File: config.mk
export PLATFORM = sky130hd
export DESIGN_NAME = all_octant_line_rasterizer_flat
export DESIGN_NICKNAME = d
export VERILOG_FILES = /design/src/aolr_pkg.sv /design/src/aolr_channels.sv /design/src/all_octant_line_rasterizer.sv /design/src/flat_wrapper.sv
export SDC_FILE = /design/constraint.sdc
export NUM_CORES = 1
export LEC_CHECK = 0
export ABC_CLOCK_PERIOD_IN_PS = 10200
export BUFFER_PORTS_ARGS = -buffer_cell sky130_fd_sc_hd__buf_2
export CAP_MARGIN = 10
export CORE_ASPECT_RATIO = 2
export CORE_MARGIN = 2
export CORE_UTILIZATION = 25
export CTS_CLUSTER_DIAMETER = 50
export CTS_CLUSTER_SIZE = 12
export DETAILED_ROUTE_END_ITERATION = 6
export MAX_ROUTING_LAYER = met4
export PLACE_DENSITY = 0.49
export SYNTH_ARGS = -nofsm -noshare
export SYNTH_HDL_FRONTEND = slang
export SYNTH_SLANG_ARGS = --single-unit
File: constraint.sdc
create_clock -name clock -period 10.2 [get_ports clock]
set_clock_uncertainty 0.2 [all_clocks]
set_input_delay 0.51 -clock clock [delete_from_list [all_inputs] [get_ports clock]]
set_output_delay 0.51 -clock clock [all_outputs]
set_load 0.03 [all_outputs]
File: src/aolr_pkg.sv
// ----------------------------------------------------------------------------
// aolr_pkg: shared definitions for the all-octant line rasterizer
// Coordinate, decision-term and colour widths, and the operation codes.
// ----------------------------------------------------------------------------
package aolr_pkg;

   localparam int COORD_BITS = 12;
   localparam int TERM_BITS  = COORD_BITS + 4;
   localparam int COLOR_BITS = 24;

   typedef enum logic {
      OP_LOAD = 1'b0,
      OP_STEP = 1'b1
   } op_type;

   typedef logic signed [COORD_BITS-1:0] coord_type;
   typedef logic signed [TERM_BITS-1:0]  term_type;
   typedef logic [COLOR_BITS-1:0]        color_type;

endpackage

File: src/aolr_channels.sv
// ----------------------------------------------------------------------------
// aolr channels: valid/ready interfaces for line requests and pixel responses
// Each interface carries the handshake pair and the payload fields by name.
// ----------------------------------------------------------------------------
interface aolr_req_if import aolr_pkg::*; ();
   logic      valid;
   logic      ready;
   op_type    op;
   coord_type start_x;
   coord_type start_y;
   coord_type end_x;
   coord_type end_y;
   color_type color;

   modport source (output valid, op, start_x, start_y, end_x, end_y, color, input ready);
   modport sink   (input valid, op, start_x, start_y, end_x, end_y, color, output ready);
endinterface

interface aolr_rsp_if import aolr_pkg::*; ();
   logic      valid;
   logic      ready;
   coord_type pixel_x;
   coord_type pixel_y;
   color_type pixel_color;
   logic      pixel_valid;
   logic      last_pixel;

   modport source (output valid, pixel_x, pixel_y, pixel_color, pixel_valid, last_pixel,
                   input ready);
   modport sink   (input valid, pixel_x, pixel_y, pixel_color, pixel_valid, last_pixel,
                   output ready);
endinterface

File: src/all_octant_line_rasterizer.sv
// ----------------------------------------------------------------------------
// all_octant_line_rasterizer: midpoint line rasterizer for all eight octants
// A load item sets up a line and returns its first pixel; each step item
// returns the next pixel, with the final one of the line flagged.
// ----------------------------------------------------------------------------
// An accepted item's pixel is in the response register in the cycle after the accept.
// Throughput: one item per cycle while the response is taken; each step is one add
// and compare. The response register is refilled in the same cycle it is emptied.
// Reset: synchronous, active high; clears the line state and the response valid.
// After reset no line is active, so a step item returns an all-zero item.
module all_octant_line_rasterizer import aolr_pkg::*; (
   input  logic       clock,
   input  logic       reset,
   aolr_req_if.sink   req_chan,
   aolr_rsp_if.source rsp_chan
);

   // Line state. The stored pixel is always the one most recently emitted, and
   // the decision term is the one that chooses the step towards the next pixel.
   // line_active_ff is high while the line still has pixels to give.
   coord_type cur_x_ff, cur_x_in;
   coord_type cur_y_ff, cur_y_in;
   coord_type major_end_ff, major_end_in;
   term_type  decision_ff, decision_in;
   term_type  inc_move_ff, inc_move_in;
   term_type  inc_stay_ff, inc_stay_in;
   logic      steep_ff, steep_in;
   logic      negative_ff, negative_in;
   logic      line_active_ff, line_active_in;
   color_type line_color_ff, line_color_in;

   // Response register.
   logic      rsp_valid_ff, rsp_valid_in;
   coord_type rsp_x_ff, rsp_x_in;
   coord_type rsp_y_ff, rsp_y_in;
   color_type rsp_color_ff, rsp_color_in;
   logic      rsp_pixel_valid_ff, rsp_pixel_valid_in;
   logic      rsp_last_ff, rsp_last_in;

   logic accept;

   // The response register can take a new item whenever it is empty or is
   // being emptied in this same cycle.
   assign req_chan.ready = !rsp_valid_ff || rsp_chan.ready;
   assign accept         = req_chan.valid && req_chan.ready;

   // Setup for a new line: order the endpoints along the major axis and
   // derive the decision term with its two increments.
   term_type sx, sy, ex, ey;
   term_type raw_dx, raw_dy, abs_dx, abs_dy;
   term_type x0, y0, x1, y1, dx, dy;
   logic     ld_steep, ld_swap, ld_negative, ld_last;
   term_type ld_decision, ld_inc_move, ld_inc_stay;

   always_comb begin
      sx     = TERM_BITS'(req_chan.start_x);
      sy     = TERM_BITS'(req_chan.start_y);
      ex     = TERM_BITS'(req_chan.end_x);
      ey     = TERM_BITS'(req_chan.end_y);
      raw_dx = ex - sx;
      raw_dy = ey - sy;
      abs_dx = raw_dx[TERM_BITS-1] ? -raw_dx : raw_dx;
      abs_dy = raw_dy[TERM_BITS-1] ? -raw_dy : raw_dy;
      // A slope of exactly plus or minus one is treated as shallow.
      ld_steep = abs_dy > abs_dx;
      ld_swap  = ld_steep ? (sy > ey) : (sx > ex);
      x0 = ld_swap ? ex : sx;
      y0 = ld_swap ? ey : sy;
      x1 = ld_swap ? sx : ex;
      y1 = ld_swap ? sy : ey;
      dx = x1 - x0;
      dy = y1 - y0;
      if (!ld_steep) begin
         ld_negative = dy[TERM_BITS-1];
         ld_inc_stay = -(dy + dy);
         if (!ld_negative) begin
            ld_decision = dx - (dy + dy);
            ld_inc_move = (dx + dx) - (dy + dy);
         end else begin
            ld_decision = -dx - (dy + dy);
            ld_inc_move = -(dx + dx) - (dy + dy);
         end
         ld_last = x0 >= x1;
      end else begin
         ld_negative = dx[TERM_BITS-1];
         ld_inc_stay = dx + dx;
         if (!ld_negative) begin
            ld_decision = (dx + dx) - dy;
            ld_inc_move = (dx + dx) - (dy + dy);
         end else begin
            ld_decision = (dx + dx) + dy;
            ld_inc_move = (dx + dx) + (dy + dy);
         end
         ld_last = y0 >= y1;
      end
   end

   // One step along the active line. Shallow lines step the minor axis when
   // the term is below zero (rising) or not below zero (falling); steep lines
   // when it is above zero (rightward) or not above zero (leftward).
   logic      dec_neg, dec_zero, st_move, st_last;
   coord_type minor_x, minor_y, st_x, st_y;
   term_type  st_decision;

   always_comb begin
      dec_neg  = decision_ff[TERM_BITS-1];
      dec_zero = (decision_ff == '0);
      if (!steep_ff) begin
         st_move = negative_ff ? !dec_neg : dec_neg;
      end else begin
         st_move = negative_ff ? (dec_neg || dec_zero) : (!dec_neg && !dec_zero);
      end
      minor_x = negative_ff ? cur_x_ff - COORD_BITS'(1) : cur_x_ff + COORD_BITS'(1);
      minor_y = negative_ff ? cur_y_ff - COORD_BITS'(1) : cur_y_ff + COORD_BITS'(1);
      if (!steep_ff) begin
         st_x    = cur_x_ff + COORD_BITS'(1);
         st_y    = st_move ? minor_y : cur_y_ff;
         st_last = st_x >= major_end_ff;
      end else begin
         st_x    = st_move ? minor_x : cur_x_ff;
         st_y    = cur_y_ff + COORD_BITS'(1);
         st_last = st_y >= major_end_ff;
      end
      st_decision = decision_ff + (st_move ? inc_move_ff : inc_stay_ff);
   end

   // Next-state selection.
   always_comb begin
      cur_x_in           = cur_x_ff;
      cur_y_in           = cur_y_ff;
      major_end_in       = major_end_ff;
      decision_in        = decision_ff;
      inc_move_in        = inc_move_ff;
      inc_stay_in        = inc_stay_ff;
      steep_in           = steep_ff;
      negative_in        = negative_ff;
      line_active_in     = line_active_ff;
      line_color_in      = line_color_ff;
      rsp_valid_in       = rsp_valid_ff && !rsp_chan.ready;
      rsp_x_in           = rsp_x_ff;
      rsp_y_in           = rsp_y_ff;
      rsp_color_in       = rsp_color_ff;
      rsp_pixel_valid_in = rsp_pixel_valid_ff;
      rsp_last_in        = rsp_last_ff;
      if (accept) begin
         rsp_valid_in = 1'b1;
         if (req_chan.op == OP_LOAD) begin
            // A load abandons any line in progress.
            cur_x_in           = COORD_BITS'(x0);
            cur_y_in           = COORD_BITS'(y0);
            major_end_in       = ld_steep ? COORD_BITS'(y1) : COORD_BITS'(x1);
            decision_in        = ld_decision;
            inc_move_in        = ld_inc_move;
            inc_stay_in        = ld_inc_stay;
            steep_in           = ld_steep;
            negative_in        = ld_negative;
            line_active_in     = !ld_last;
            line_color_in      = req_chan.color;
            rsp_x_in           = COORD_BITS'(x0);
            rsp_y_in           = COORD_BITS'(y0);
            rsp_color_in       = req_chan.color;
            rsp_pixel_valid_in = 1'b1;
            rsp_last_in        = ld_last;
         end else if (line_active_ff) begin
            cur_x_in           = st_x;
            cur_y_in           = st_y;
            decision_in        = st_decision;
            line_active_in     = !st_last;
            rsp_x_in           = st_x;
            rsp_y_in           = st_y;
            rsp_color_in       = line_color_ff;
            rsp_pixel_valid_in = 1'b1;
            rsp_last_in        = st_last;
         end else begin
            // No line to draw: the item comes back with every field zero.
            rsp_x_in           = '0;
            rsp_y_in           = '0;
            rsp_color_in       = '0;
            rsp_pixel_valid_in = 1'b0;
            rsp_last_in        = 1'b0;
         end
      end
   end

   always_ff @(posedge clock) begin
      if (reset) begin
         cur_x_ff       <= '0;
         cur_y_ff       <= '0;
         major_end_ff   <= '0;
         decision_ff    <= '0;
         inc_move_ff    <= '0;
         inc_stay_ff    <= '0;
         steep_ff       <= 1'b0;
         negative_ff    <= 1'b0;
         line_active_ff <= 1'b0;
         line_color_ff  <= '0;
         rsp_valid_ff   <= 1'b0;
      end else begin
         cur_x_ff       <= cur_x_in;
         cur_y_ff       <= cur_y_in;
         major_end_ff   <= major_end_in;
         decision_ff    <= decision_in;
         inc_move_ff    <= inc_move_in;
         inc_stay_ff    <= inc_stay_in;
         steep_ff       <= steep_in;
         negative_ff    <= negative_in;
         line_active_ff <= line_active_in;
         line_color_ff  <= line_color_in;
         rsp_valid_ff   <= rsp_valid_in;
      end
   end

   always_ff @(posedge clock) begin
      rsp_x_ff           <= rsp_x_in;
      rsp_y_ff           <= rsp_y_in;
      rsp_color_ff       <= rsp_color_in;
      rsp_pixel_valid_ff <= rsp_pixel_valid_in;
      rsp_last_ff        <= rsp_last_in;
   end

   assign rsp_chan.valid       = rsp_valid_ff;
   assign rsp_chan.pixel_x     = rsp_x_ff;
   assign rsp_chan.pixel_y     = rsp_y_ff;
   assign rsp_chan.pixel_color = rsp_color_ff;
   assign rsp_chan.pixel_valid = rsp_pixel_valid_ff;
   assign rsp_chan.last_pixel  = rsp_last_ff;

`ifndef NO_ASSERTIONS
   // The item on display was produced by the latest accept, so it agrees
   // with the line state left behind.
   a_last_ends_line: assert property (@(posedge clock) disable iff (reset)
      rsp_valid_ff && rsp_last_ff |-> !line_active_ff)
      else $error("line still active after its final pixel");

   a_idle_stays_idle: assert property (@(posedge clock) disable iff (reset)
      rsp_valid_ff && !rsp_pixel_valid_ff |-> !line_active_ff)
      else $error("empty item returned while a line is active");

   a_mid_line_active: assert property (@(posedge clock) disable iff (reset)
      rsp_valid_ff && rsp_pixel_valid_ff && !rsp_last_ff |-> line_active_ff)
      else $error("line dropped before its final pixel");

   a_major_in_range: assert property (@(posedge clock) disable iff (reset)
      line_active_ff |-> (steep_ff ? (cur_y_ff < major_end_ff)
                                   : (cur_x_ff < major_end_ff)))
      else $error("major coordinate reached its end on an active line");
`endif

endmodule
File: src/flat_wrapper.sv
// flat-port wrapper written by rule: the top's interface ports become plain ports
module all_octant_line_rasterizer_flat import aolr_pkg::*;
  (clock, reset, req_chan_valid, req_chan_op, req_chan_start_x, req_chan_start_y, req_chan_end_x, req_chan_end_y, req_chan_color, req_chan_ready, rsp_chan_valid, rsp_chan_pixel_x, rsp_chan_pixel_y, rsp_chan_pixel_color, rsp_chan_pixel_valid, rsp_chan_last_pixel, rsp_chan_ready);
  aolr_req_if req_chan_i ();
  aolr_rsp_if rsp_chan_i ();
  input  logic clock;
  input  logic reset;
  input wire logic [$bits(req_chan_i.valid)-1:0] req_chan_valid;
  input wire logic [$bits(req_chan_i.op)-1:0] req_chan_op;
  input wire logic [$bits(req_chan_i.start_x)-1:0] req_chan_start_x;
  input wire logic [$bits(req_chan_i.start_y)-1:0] req_chan_start_y;
  input wire logic [$bits(req_chan_i.end_x)-1:0] req_chan_end_x;
  input wire logic [$bits(req_chan_i.end_y)-1:0] req_chan_end_y;
  input wire logic [$bits(req_chan_i.color)-1:0] req_chan_color;
  output wire logic [$bits(req_chan_i.ready)-1:0] req_chan_ready;
  output wire logic [$bits(rsp_chan_i.valid)-1:0] rsp_chan_valid;
  output wire logic [$bits(rsp_chan_i.pixel_x)-1:0] rsp_chan_pixel_x;
  output wire logic [$bits(rsp_chan_i.pixel_y)-1:0] rsp_chan_pixel_y;
  output wire logic [$bits(rsp_chan_i.pixel_color)-1:0] rsp_chan_pixel_color;
  output wire logic [$bits(rsp_chan_i.pixel_valid)-1:0] rsp_chan_pixel_valid;
  output wire logic [$bits(rsp_chan_i.last_pixel)-1:0] rsp_chan_last_pixel;
  input wire logic [$bits(rsp_chan_i.ready)-1:0] rsp_chan_ready;
  assign req_chan_i.valid = req_chan_valid;
  assign req_chan_i.op = req_chan_op;
  assign req_chan_i.start_x = req_chan_start_x;
  assign req_chan_i.start_y = req_chan_start_y;
  assign req_chan_i.end_x = req_chan_end_x;
  assign req_chan_i.end_y = req_chan_end_y;
  assign req_chan_i.color = req_chan_color;
  assign req_chan_ready = req_chan_i.ready;
  assign rsp_chan_valid = rsp_chan_i.valid;
  assign rsp_chan_pixel_x = rsp_chan_i.pixel_x;
  assign rsp_chan_pixel_y = rsp_chan_i.pixel_y;
  assign rsp_chan_pixel_color = rsp_chan_i.pixel_color;
  assign rsp_chan_pixel_valid = rsp_chan_i.pixel_valid;
  assign rsp_chan_last_pixel = rsp_chan_i.last_pixel;
  assign rsp_chan_i.ready = rsp_chan_ready;
  all_octant_line_rasterizer u_core (.clock(clock), .reset(reset), .req_chan(req_chan_i), .rsp_chan(rsp_chan_i));
endmodule
**Yosys cells after proc, flatten, opt, wreduce, memory -nomap -nowiden**

Index checks and enable logic that the tools add are counted.

- $add $sub $neg: 23
- Magnitude comparators: 7
- Equal/unequal tests: 1
- Multiplexer cells: 46
- Bitwise gates (word level): 1
- Reduce and logical (&&, ||, !) cells: 14

Operator list:

| cell | count |
|---|---|
| 16-bit two-way mux | 16 |
| 12-bit two-way mux | 15 |
| 16-bit subtractor | 7 |
| 16-bit adder | 5 |
| 16-bit negation | 5 |
| 24-bit two-way mux | 2 |
| 16-bit greater-or-equal comparator | 2 |
| 12-bit by 12-bit subtractor with 13-bit output | 2 |
| 12-bit by 2-bit adder with 12-bit output (second input constant) | 2 |
| 12-bit greater-or-equal comparator | 2 |
| 12-bit > comparator | 2 |
| 12-bit by 2-bit subtractor with 12-bit output (second input constant) | 2 |
| 16-bit > comparator | 1 |
| 16-bit zero test | 1 |
| 1-bit two-way mux | 13 |
| 1-bit zero test | 6 |
| 2-bit AND reduction | 2 |
| 1-bit logical AND | 3 |
| 1-bit logical OR | 2 |
| 2-bit by 1-bit inequality test with 1-bit output (second input constant) | 1 |
| 1-bit inverter | 1 |

- Register bits: 162
- Input port bits: 77
- Output and inout port bits: 52
- Logic and storage cells: 108

**Longest topological paths before layout**

- Depth after elaboration: 12
- Gate-level depth with buffers: 49
- Gate-level depth less buffers: 46

**Worst setup path after synthesis**

No wires, ideal clock.

- Kind: in2reg
- From: in req_chan_start_y[2]
- To: reg u_core.inc_move_ff[15]
- Library setup time: 0.126 ns
- Data arrival time: 9.794 ns
- Data required time: 9.874 ns
- Path slack: 0.080 ns
- Stages: 47
- Buffers on the path: 7
- Cells stage by stage: inv_1 ha_1 clkbuf_1 nor2b_1 o21ai_0 a21oi_1 o21ai_0 nand2b_1 a21oi_1 o21bai_1 and2_1 nand2_1 a31oi_1 clkbuf_1 a31oi_1 xor2_1 ha_1 nand3_1 [... 11 more ...] a311oi_2 a211oi_1 nor4b_1 nor4b_1 inv_1 ha_1 clkbuf_1 inv_1 ha_1 or3_1 a211oi_1 o31ai_1 a21oi_1 xnor2_1 nand2b_1 and3_1 a31oi_1 nand3_1

- Word-level cells in the longest chain between the ends: 12
- Elaborated cells between the ends (all ways): 21
- Those cells by class: add/sub: 10; order compare: 2; mux: 9

Ends and longest elaborated chain:

| item | RTL line | RTL |
|---|---|---|
| start, declared | flat_wrapper.sv:11 | `input wire logic [$bits(req_chan_i.start_y)-1:0] req_chan_start_y;` |
| 12-bit by 12-bit subtractor with 13-bit output | all_octant_line_rasterizer.sv:61 | `raw_dy = ey - sy;` |
| 16-bit negation | all_octant_line_rasterizer.sv:63 | `abs_dy = raw_dy[TERM_BITS-1] ? -raw_dy : raw_dy;` |
| 16-bit two-way mux | all_octant_line_rasterizer.sv:63 |  |
| 16-bit > comparator | all_octant_line_rasterizer.sv:65 | `ld_steep = abs_dy > abs_dx;` |
| 1-bit two-way mux | all_octant_line_rasterizer.sv:66 | `ld_swap = ld_steep ? (sy > ey) : (sx > ex);` |
| 16-bit two-way mux (on tied branches) | all_octant_line_rasterizer.sv:69, all_octant_line_rasterizer.sv:67 |  |
| 16-bit subtractor | all_octant_line_rasterizer.sv:71 | `dx = x1 - x0;` |
| 16-bit adder | -- |  |
| 16-bit negation | all_octant_line_rasterizer.sv:81 | `ld_inc_move = -(dx + dx) - (dy + dy);` |
| 16-bit subtractor | all_octant_line_rasterizer.sv:81 |  |
| 16-bit two-way mux | all_octant_line_rasterizer.sv:76 | `if (!ld_negative) begin` |
| 16-bit two-way mux (*) | all_octant_line_rasterizer.sv:73 | `if (!ld_steep) begin` |
| end signal, assigned | all_octant_line_rasterizer.sv:203 | `inc_move_ff <= inc_move_in;` |
| end, declared | all_octant_line_rasterizer.sv:25 | `term_type inc_move_ff, inc_move_in;` |

Every way passes the cells marked *; elsewhere a longest branch is shown, timed or not.
A chain may end at the register's enable or synchronous reset.

**Worst setup path after layout**

- From: in req_chan_end_y[0]
- To: reg u_core.decision_ff[12]

- Word-level cells in the longest chain between the ends: 12
- Elaborated cells between the ends (all ways): 23
- Those cells by class: add/sub: 11; order compare: 2; mux: 10

Ends and longest elaborated chain:

| item | RTL line | RTL |
|---|---|---|
| start, declared | flat_wrapper.sv:13 | `input wire logic [$bits(req_chan_i.end_y)-1:0] req_chan_end_y;` |
| 12-bit by 12-bit subtractor with 13-bit output | all_octant_line_rasterizer.sv:61 |  |
| 16-bit negation | all_octant_line_rasterizer.sv:63 |  |
| 16-bit two-way mux | all_octant_line_rasterizer.sv:63 |  |
| 16-bit > comparator | all_octant_line_rasterizer.sv:65 |  |
| 1-bit two-way mux | all_octant_line_rasterizer.sv:66 |  |
| 16-bit two-way mux (on tied branches) | -- |  |
| 16-bit subtractor (on tied branches) | all_octant_line_rasterizer.sv:72, all_octant_line_rasterizer.sv:71 |  |
| 16-bit adder (tied with other cells) | all_octant_line_rasterizer.sv:77, all_octant_line_rasterizer.sv:80 |  |
| 16-bit subtractor (tied with other cells) | all_octant_line_rasterizer.sv:77 | `ld_decision = dx - (dy + dy);` |
| 16-bit two-way mux (on tied branches) | all_octant_line_rasterizer.sv:76, all_octant_line_rasterizer.sv:87 |  |
| 16-bit two-way mux (*) | all_octant_line_rasterizer.sv:73 |  |
| 16-bit two-way mux (*) | all_octant_line_rasterizer.sv:147 | `if (req_chan.op == OP_LOAD) begin` |
| end signal, assigned | all_octant_line_rasterizer.sv:202 | `decision_ff <= decision_in;` |
| end, declared | all_octant_line_rasterizer.sv:24 | `term_type decision_ff, decision_in;` |

Marks and branches as above.

==> flow_summary.json <==
{
  "synth_fa_ha_area_frac": 0.1456,
  "finalHoldViolCount": 0,
  "wl_per_cell_um": 20.95,
  "yosysSeqAreaShare": 0.2060,
  "max_stage_delay_ps": 570,
  "netlist_area_um2": 17980,
  "grt_pass1_vias": 18350,
  "cpMaxStageDelayCell": "a211oi_1",
  "pwr-share-clk": 0.137,
  "core-area_um2": 71480,
  "max-clock-path-buffers": 2,
  "netSwitchingPower_w": 0.002419,
  "instances_no_fill": 3506,
  "worst_setup_path_end_kind": "flop",
  "rows": 139,
  "synth_area_leader_cell": "ha_1",
  "fin_crit_sh": 0.9408,
  "synth_cells": 2426,
  "layout_common_cells": "nand2_1, a21oi_1, nor2_1",
  "cts_hold_buf": 0,
  "critPathMostFrequentCell": "ha_1",
  "synth.avg_cell_area_um2": 7.410,
  "cts.clk_slew.worst_paths_ps": 80,
  "io-pin-count": 129,
  "vias": 18170,
  "grt_usage": 0.2010,
  "io_buffers": 128,
  "setup_viol": 0,
  "synth_area_leaders": "ha_1, dfxtp_1, edfxtp_1",
  "async_flop_share": 0,
  "worstSetupPathType": "input pin to flop",
  "cts_buffers": 17,
  "viasPerCell": 5.183,
  "max_freq_ghz": 0.1042,
  "start_util": 0.2515,
  "post-layout-total-power_w": 0.004936,
  "placed_cells": 3474,
  "yosys_warnings": 0,
  "drive_gt1_frac": 0.1432,
  "synth-xor-area-share": 0.08582,
  "grt.overflow.total": 0,
  "clk_latency_ps": 470,
  "synth_enable_flop_cells": 50,
  "htree_num_levels": 4,
  "layout_commonest_cell": "nand2_1",
  "slew-limit-headroom": 0.2617,
  "die_w_um": 193.6,
  "drcViolationCount": 0,
  "antenna_left": 0,
  "combPwrFrac": 0.710,
  "place.gp.congestion": 0.9917,
  "drt-pass1-iter-count": 5,
  "p_per_area_nw_per_um2": 235.0,
  "cp.arrival_ps": 9710,
  "switching_share": 0.4902,
  "rsz0062_at_grt": "false",
  "start_kind": "input pin",
  "cap_violations": 0,
  "critPathMaxFanout": 12,
  "r2r_slack_ps": 3600,
  "cts.sinks": 160,
  "hold_slack_ps": 97.83,
  "grt_pass1_wl_um": 110200,
  "p_seq_frac": 0.153,
  "grt_max_degree": 75,
  "yosys_register_bits": 160,
  "slew_viol_final": 0,
  "power_leakage_nw": 9.119,
  "cts_tree": "yes",
  "worst-endpoint-required_ps": 10320,
  "n_antenna_cell": 0,
  "muxShareOfSynthArea": 0.03299,
  "drt-initial-drc-count": 887,
  "peakVddDrop_v": 0.0001852,
  "antenna_found_initial": 1,
  "wl_um": 73430,
  "tightest_slew_ps": 1106,
  "status": "completed",
  "hp-class": "input pin to flop",
  "area_growth_pct": 16.85,
  "synthSimpleGateAreaFrac": 0.2124,
  "internal_power_w": 0.002516,
  "synth_compound_gate_area_share": 0.2487,
  "ctsRootBufferMaster": "clkbuf_16",
  "dieArea_um2": 74200,
  "synth_top_area_frac": 0.1378,
  "min_period_ps": 9596,
  "synthDistinctLibCells": 88,
  "die_y_um": 383.2,
  "finalNetCount": 2859,
  "synth_top_family_by_area": "compound AO/OA/AOI/OAI gates",
  "synth-main-ff-cell": "dfxtp_1",
  "dp_hpwl_um": 59020
}
per-layer routing:
metal / track usage / part of all wire
met2: 0.3774 / 0.53
met4: 0.1736 / 0.097
met5: - / 0
met3: 0.01644 / 0.028
met1: 0.1809 / 0.34
synth_stat cells, types with 5 or more instances:
library cell and n:
a2111o_1 5, a2111oi_0 7, a211oi_1 48, a21boi_0 9
a21o_1 46, a21oi_1 238, a221oi_1 10, a311oi_1 21
a31o_2 6, a31oi_1 23, and2_1 15, and3_1 28
buf_1 11, buf_2 15, clkbuf_1 103, dfxtp_1 110
edfxtp_1 50, fa_1 7, ha_1 198, inv_1 176
mux2_2 22, mux2i_1 28, nand2_1 272, nand2b_1 30
nand3_1 92, nand3b_1 10, nand4_1 13, nor2_1 225
nor2b_1 18, nor3_1 63, nor4_1 13, o2111ai_1 12
o211ai_1 40, o21a_1 16, o21ai_0 113, o21bai_1 28
o22ai_1 7, o31a_1 5, o31ai_1 9, or2_2 11
or3_1 17, or4_1 5, xnor2_1 127, xor2_1 46
area by class of cell:
type	instances	area, um2
fill	7871	50470
multi-input combinational	1957	13200
sequential	160	3704
timing repair buffer	262	1689
tap	916	1146
inverter	179	671.9
clock buffer	17	425.4
clock inverter	15	173.9
metrics by stage:
| stage | TNS [ps] | utilization | setup slack [ps] | instance area [um2] |
|---|---|---|---|---|
| after floorplan | 0 | - | 79.60 | 17990 |
| after global placement | 0 | 0.2844 | 84.78 | 20330 |
| after detailed placement | -42.05 | 0.2844 | -42.05 | 20330 |
| after CTS | 0 | 0.2928 | 432.5 | 20930 |
| after global routing | 0 | 0.2939 | 27.58 | 21010 |
| final | 0 | 0.2939 | 604.3 | 21010 |
sequential cells by signal (all words and copies together), names as in the netlist, 15 cells and up:
register and cells:
u_core.line_color_ff 24, u_core.rsp_chan.pixel_color 24, u_core.decision_ff 16, u_core.inc_move_ff 15
u_core.inc_stay_ff 15
worst max-delay path: cells and delay by family:
| family | cells | cell delay [ps] |
|---|---|---|
| AOI/OAI and AO/OA | 17 | 3330 |
| xor gates and xnor gates | 2 | 290 |
| adders and majority gates | 6 | 1940 |
| buffers and inverters | 7 | 1140 |
| muxes | 3 | 770 |
| and+or+nand+nor | 10 | 1700 |
worst paths after layout:
kind / cells after the start / startpoint / to
worst min register to register: 2 / u_core.inc_stay_ff[1] / u_core.inc_stay_ff[1]
worst max-delay path: 45 / req_chan_end_y[0] / u_core.decision_ff[12]
worst max register to register: 21 / u_core.decision_ff[7] / u_core.decision_ff[15]
worst min-delay path: 3 / req_chan_valid / u_core.rsp_chan.valid
logic make-up (layout without fill, tap and decap cells):
family,after synthesis,after routing
AND/OR/NAND/NOR,830,830
multiplexers,54,54
other,2,6
XOR/XNOR,174,174
flip-flops,160,160
AO/OA/AOI/OAI,688,688
adder cells (fa/ha/maj),205,205
buffers and inverters,313,473
power groups by stage:
stage	registers, W	logic [W]	clock network, W
after floorplan	0.000784	0.00220	0
after global placement	0.000772	0.00346	0
after detailed placement	0.000772	0.00345	0
after CTS	0.000757	0.00347	0.000702
after global routing	0.000763	0.00382	0.000722
final	0.000757	0.00350	0.000675
timing repair:
item / CTS / global route
setup endpoints to repair: 0 / 8
setup buffers: 0 / 0
resized for setup: 0 / 17
Note: power is estimated with default switching activity, not from simulation.
